$ cat src/rtl/mpss_pkg.sv
// Package with the shared types and constants of the Markov profile site scanner.
`default_nettype none
package mpss_pkg;

    localparam int WINDOW_MAX    = 32;
    localparam int ORDER_MAX     = 2;
    localparam int CONTEXT_COUNT = 64;
    localparam int HIST_DEPTH    = WINDOW_MAX + ORDER_MAX;
    localparam int COL_W         = $clog2(WINDOW_MAX);
    localparam int CTX_W         = $clog2(CONTEXT_COUNT);
    localparam int ADDR_W        = COL_W + CTX_W;

    localparam logic [2:0] UNKNOWN_BASE = 3'd4;
    localparam logic       REQ_BASE     = 1'b0;
    localparam logic       REQ_WEIGHT   = 1'b1;

    // Configuration register indexes.
    localparam logic [2:0] CFG_ORDER   = 3'd0;
    localparam logic [2:0] CFG_LENGTH  = 3'd1;
    localparam logic [2:0] CFG_OFFSET  = 3'd2;
    localparam logic [2:0] CFG_RSTART  = 3'd3;
    localparam logic [2:0] CFG_REND    = 3'd4;
    localparam logic [2:0] CFG_CUTOFF  = 3'd5;
    localparam logic [2:0] CFG_MAXSITE = 3'd6;

    typedef struct packed {
        logic              req_type;
        logic [2:0]        base_code;
        logic              sequence_start;
        logic [4:0]        weight_column;
        logic [5:0]        weight_context;
        logic signed [15:0] weight_value;
    } in_item_t;

    typedef struct packed {
        logic [31:0]        site_position;
        logic signed [23:0] site_score;
        logic               limit_reached;
    } out_item_t;

    // Control shared by every cell of the base chain.
    typedef struct packed {
        logic push;
        logic load;
        logic shift;
    } cell_ctrl_t;

    typedef enum logic [1:0] {
        ST_IDLE,
        ST_SCAN,
        ST_DRAIN,
        ST_FINISH
    } state_t;

endpackage
`default_nettype wire

$ cat src/rtl/mpss_cell.sv
// One cell of the base chain: a history base and a scan copy of it.
`default_nettype none
module mpss_cell
    import mpss_pkg::*;
(
    input  wire logic       aclk,
    input  wire logic       aresetn,
    input  wire cell_ctrl_t ctrl,
    input  wire logic [2:0] hist_in,
    input  wire logic [2:0] scan_in,
    output logic [2:0]      hist_out,
    output logic [2:0]      scan_out
);

    logic [2:0] hist_reg, hist_next;
    logic [2:0] scan_reg, scan_next;

    // The history moves one place on each base; the scan copy is loaded or stepped.
    always_comb begin
        hist_next = ctrl.push ? hist_in : hist_reg;
        if (ctrl.load) begin
            scan_next = hist_next;
        end else if (ctrl.shift) begin
            scan_next = scan_in;
        end else begin
            scan_next = scan_reg;
        end
    end

    always_ff @(posedge aclk) begin
        if (!aresetn) begin
            hist_reg <= UNKNOWN_BASE;
        end else begin
            hist_reg <= hist_next;
        end
    end

    always_ff @(posedge aclk) begin
        scan_reg <= scan_next;
    end

    assign hist_out = hist_reg;
    assign scan_out = scan_reg;

endmodule
`default_nettype wire

$ cat config.mk
export PLATFORM = sky130hd
export DESIGN_NAME = mpss_cell
export DESIGN_NICKNAME = d
export VERILOG_FILES = /design/src/rtl/mpss_pkg.sv /design/src/rtl/mpss_cell.sv
export SDC_FILE = /design/constraint.sdc
export NUM_CORES = 1
export LEC_CHECK = 0
export ABC_AREA = 1
export BUFFER_PORTS_ARGS = -buffer_cell sky130_fd_sc_hd__buf_2
export CORE_AREA = 2 2 39 41
export DETAILED_ROUTE_END_ITERATION = 6
export DIE_AREA = 0 0 41 43
export PLACE_DENSITY = 0.42
export SYNTH_ARGS = -nofsm -noshare
export SYNTH_HDL_FRONTEND = slang
export SYNTH_SLANG_ARGS = --single-unit
$ cat constraint.sdc
create_clock -name aclk -period 1.8 [get_ports aclk]
set_clock_uncertainty 0.15 [all_clocks]
set_input_delay 0.09 -clock aclk [delete_from_list [all_inputs] [get_ports aclk]]
set_output_delay 0.09 -clock aclk [all_outputs]
set_load 0.02 [all_outputs]
# Word level (Yosys, flattened, before mapping)
# Index checks and enable logic that the tools add are counted.
# Widths: inputs -> output; s select.
dict set report classes {
  n_mux 3
  reduce_logical 1
}
# operator count
set op_table {}
lappend op_table {{$mux 3} 3}
lappend op_table {{$reduce_bool 2->1} 1}
dict set report totals {
  reg_bits 6
  word_cells 6
  out_inout_bits 6
}

# Depth between registers and ports, before layout
dict set report depth {
  word_depth 2
  mapped_depth 4
  ltp_nobuf 4
}

# Worst setup path after synthesis
# No wires, ideal clock.
dict set report synth_path {
  path_kind {register to register}
  startpoint {register hist_reg[1], in the netlist hist_out[1]}
  endpoint {register scan_reg[1], in the netlist scan_out[1], data pin}
  slack_ns 0.818
  arrival_ns 0.579
  path_stages_with_launch 5
  cell_sequence {dfxtp_1 inv_1 nand2_2 nand3_1 nand2_1}
}
dict set report synth_between {
  elab_chain_cells 2
}
# item line
set synth_lines {}
lappend synth_lines {{start, declared} mpss_cell.sv:15} ;# logic [2:0] hist_reg, hist_next;
lappend synth_lines {{start signal, assigned} mpss_cell.sv:34} ;# hist_reg <= hist_next;
lappend synth_lines {{$mux 3} mpss_cell.sv:20} ;# hist_next = ctrl.push ? hist_in : hist_reg;
lappend synth_lines {{$mux 3} mpss_cell.sv:21} ;# if (ctrl.load) begin
lappend synth_lines {{net scan_next[1]} mpss_cell.sv:16} ;# logic [2:0] scan_reg, scan_next;
lappend synth_lines {{end signal, assigned} mpss_cell.sv:39} ;# scan_reg <= scan_next;
lappend synth_lines {{end, declared} mpss_cell.sv:16}
# The timed path passes the listed nets, and every way through them passes these cells.
# A chain may end at the register's enable or synchronous reset.

# Worst setup path in the final report
dict set report layout_path {
  startpoint {input aresetn}
  endpoint {register hist_reg[2], in the netlist hist_out[2]}
}
# item line
set layout_rtl {}
lappend layout_rtl {{start, declared} mpss_cell.sv:7} ;# input wire logic aresetn,
# No word-level cell between the ends.

==> results.sh <==
export IMPL_status="finished clean"
export IMPL_wl_per_cell_um=7.71
export IMPL_r2r_start="hist_out[2]$_SDFF_PN1_"
export IMPL_core_area_mm2=0.00138
export IMPL_grtUsageTotal_pct=8.24
export IMPL_fin_crit_sh_pct=72.6
export IMPL_critical_path_class="in -> reg"
export IMPL_cp_data_required_time_ns=1.78
export IMPL_cpMostUsedCell="dlygate4sd3_1"
export IMPL_synth_edf_count=3
export IMPL_io_buffers=16
export IMPL_grt_max_degree=6
export IMPL_power_leakage_uw=0.000259
export IMPL_synth_avg_cell_area_um2=7.57
export IMPL_ir_drop_uv=335
export IMPL_finalNonFillerCells=78
export IMPL_seqPwrFrac_pct=43.2
export IMPL_grt_setup_unrepaired="no"
export IMPL_h_tree_depth=1
export IMPL_slowest_stage="dlygate4sd3_1"
export IMPL_ant_nets=0
export IMPL_yosysSeqAreaShare_pct=53.6
export IMPL_die_h_um=43
export IMPL_endpoint_kind="register"
export IMPL_clkTransAtPathRegs_ns=0.05
export IMPL_syn_area_um2=280
export IMPL_power_share_clock_pct=37.4
export IMPL_whs_ns=0.0184
export IMPL_r2r_cells=5
export IMPL_finalMaxSlewViolations=0
export IMPL_syn_nets=48
export IMPL_min_period_ns=1.31
export IMPL_preCtsSetupSlack_ns=0.835
export IMPL_dpl_hpwl_um=466
export IMPL_final_nets=74
export IMPL_cp_max_fo=2
export IMPL_cts_tree="yes"
export IMPL_yosys_warnings=0
export IMPL_synth_cells=37
export IMPL_synthArstFlopShare_pct=0
export IMPL_yosys_top_cells_area="edfxtp_1, dfxtp_1, nand2_1, inv_1, nand3_1"
export IMPL_gp_congestion=0.704
export IMPL_postCtsSetupBuffers=0
export IMPL_hp_start="ctrl[0]"
export IMPL_comb_power_share_pct=19.3
export IMPL_drc=0
export IMPL_post_cts_resized=0
export IMPL_cts_hold_buf=5
export IMPL_worstPathCellList="dlygate4sd3_1 -> buf_2 -> nand2_1 -> dlygate4sd3_1"
export IMPL_hold_viol=0
export IMPL_worst_setup_path_start_kind="primary input"
export IMPL_drv_cap=0
export IMPL_ys_flop_type="edfxtp_1"
export IMPL_reg2reg_slack_ns=0.50
export IMPL_antenna_found_initial=0
export IMPL_drive_gt1_share_pct=38.7
export IMPL_syn_to_final_growth_pct=62.9
export IMPL_cts_sinks=6
export IMPL_min_path_cells=2
export IMPL_cts_root_buffer="clkbuf_4"
export IMPL_clk_latency_ns=0.24
export IMPL_grt_pass1_wl_um=897
export IMPL_worstMarginPinSlew_ns=0.109
export IMPL_dieArea_mm2=0.00176
export IMPL_cts_buffers=3
export IMPL_numPlacedInstances=69
export IMPL_cts_path_max_buffers=2
export IMPL_yosysMostFrequentCell="nand2_1"
export IMPL_synth_cell_types=10
export IMPL_ios=17
export IMPL_p_int_uw=272
export IMPL_p_per_area_mw_per_mm2=804
export IMPL_synth_top_cell_area_share_pct=32.1
export IMPL_viasPerCell=3.78
export IMPL_drtIter0Drc=2
export IMPL_dr_pass1_iters=4
export IMPL_switchingPower_uw=95.4
export IMPL_antenna_cells=0
export IMPL_grt_overflow_total=0
export IMPL_max_freq_mhz=765
export IMPL_fin_util_pct=33.0
export IMPL_die_w_um=41
export IMPL_max_stage_delay_ns=0.54
export IMPL_num_rows=14
export IMPL_synth_top_cell_by_area="edfxtp_1"
export IMPL_setup_tns_ns=0
export IMPL_setup_viol=0
export IMPL_initial_utilization_pct=20.3
export IMPL_r2r_end="hist_out[2]$_SDFF_PN1_"
export IMPL_slew_headroom_pct=92.8
export IMPL_crit_arrival_ns=1.29
export IMPL_hold_path_class="in -> reg"
export IMPL_p_sw_share_pct=26.0
export IMPL_whs_endpoint="scan_out[0]$_DFFE_PP_"
export IMPL_synth_seq_cells=6
export IMPL_vias=295
export IMPL_totalWireLength_um=601
export IMPL_grt_pass1_vias=265
export IMPL_synth_common_cells="nand2_1, inv_1, dfxtp_1, edfxtp_1, nand3_1"
export IMPL_setup_ws_ns=0.493
## worst max-delay path by stage
stage	start	to	slack, ns	depth (start not counted)
after detailed placement	ctrl[1]	scan_out[2]$_DFFE_PP_	0.84	2
after global placement	ctrl[1]	scan_out[2]$_DFFE_PP_	0.85	2
after global routing	hist_out[2]$_SDFF_PN1_	hist_out[2]$_SDFF_PN1_	0.44	5
after floorplan	hist_out[1]$_SDFF_PN0_	scan_out[1]$_DFFE_PP_	0.82	4
after CTS	hist_out[2]$_SDFF_PN1_	hist_out[2]$_SDFF_PN1_	0.49	5
final	aresetn	hist_out[2]$_SDFF_PN1_	0.49	4
## routing by layer
| metal | vias up | share of wire (%) | GRT usage, % |
|---|---|---|---|
| met5 | - | 0 | 0 |
| met4 | 0 | 0 | 2.00 |
| met3 | 0 | 14 | 10.5 |
| met2 | 13 | 47 | 13.1 |
| met1 | 125 | 39 | 5.48 |
| li1 | 157 | - | - |
## kinds of logic (layout without fill, tap and decap cells)
family | Yosys count | count (layout) | synth area share [%]
and+or+nand+nor | 22 | 22 | 34.4
buffers and inverters | 9 | 34 | 12.1
DFF | 6 | 6 | 53.6
## flip-flops by register name, summed over array words and instances, names as in the netlist
signal / flops
scan_out: 3
hist_out: 3
## through the flow
stage | power, µW | instance area [µm²]
2_1_floorplan | 199 | 280
3_3_place_gp | 225 | 380
3_5_place_dp | 225 | 380
4_1_cts | 376 | 457
5_1_grt | 394 | 457
6_report | 367 | 457
## power groups by stage
stage	combinational [µW]	clock (µW)	sequential, µW
floorplan	22.5	0	177
global placement	63.6	0	162
detailed placement	63.2	0	162
CTS	72.1	145	159
global route	79.1	155	160
finish	71.0	138	159
## cells in the final DEF (no fill, tap or decap)
master and count:
nand3_1 3, nor2_2 1, nor2_1 1, buf_2 16
inv_2 1, clkbuf_1 1, or2_2 1, edfxtp_1 3
inv_1 8, nand2_2 2, clkbuf_4 3, dlygate4sd3_1 5
nand2_1 14, dfxtp_1 3
## critical path, delay by kind of cell
kind	cells	cell delay, ns
and+or+nand+nor	1	0.04
buffers and inverters	3	1.16
## final cells by class
type | count | area [µm²]
fillers | 159 | 927
flip-flops and latches | 6 | 150
repair buffers | 21 | 130
multi-input cells | 22 | 96.3
inverters | 9 | 33.8
clock buffers | 4 | 26.3
well taps | 16 | 20.0
No activity file was read; power rests on OpenSTA's default activity.
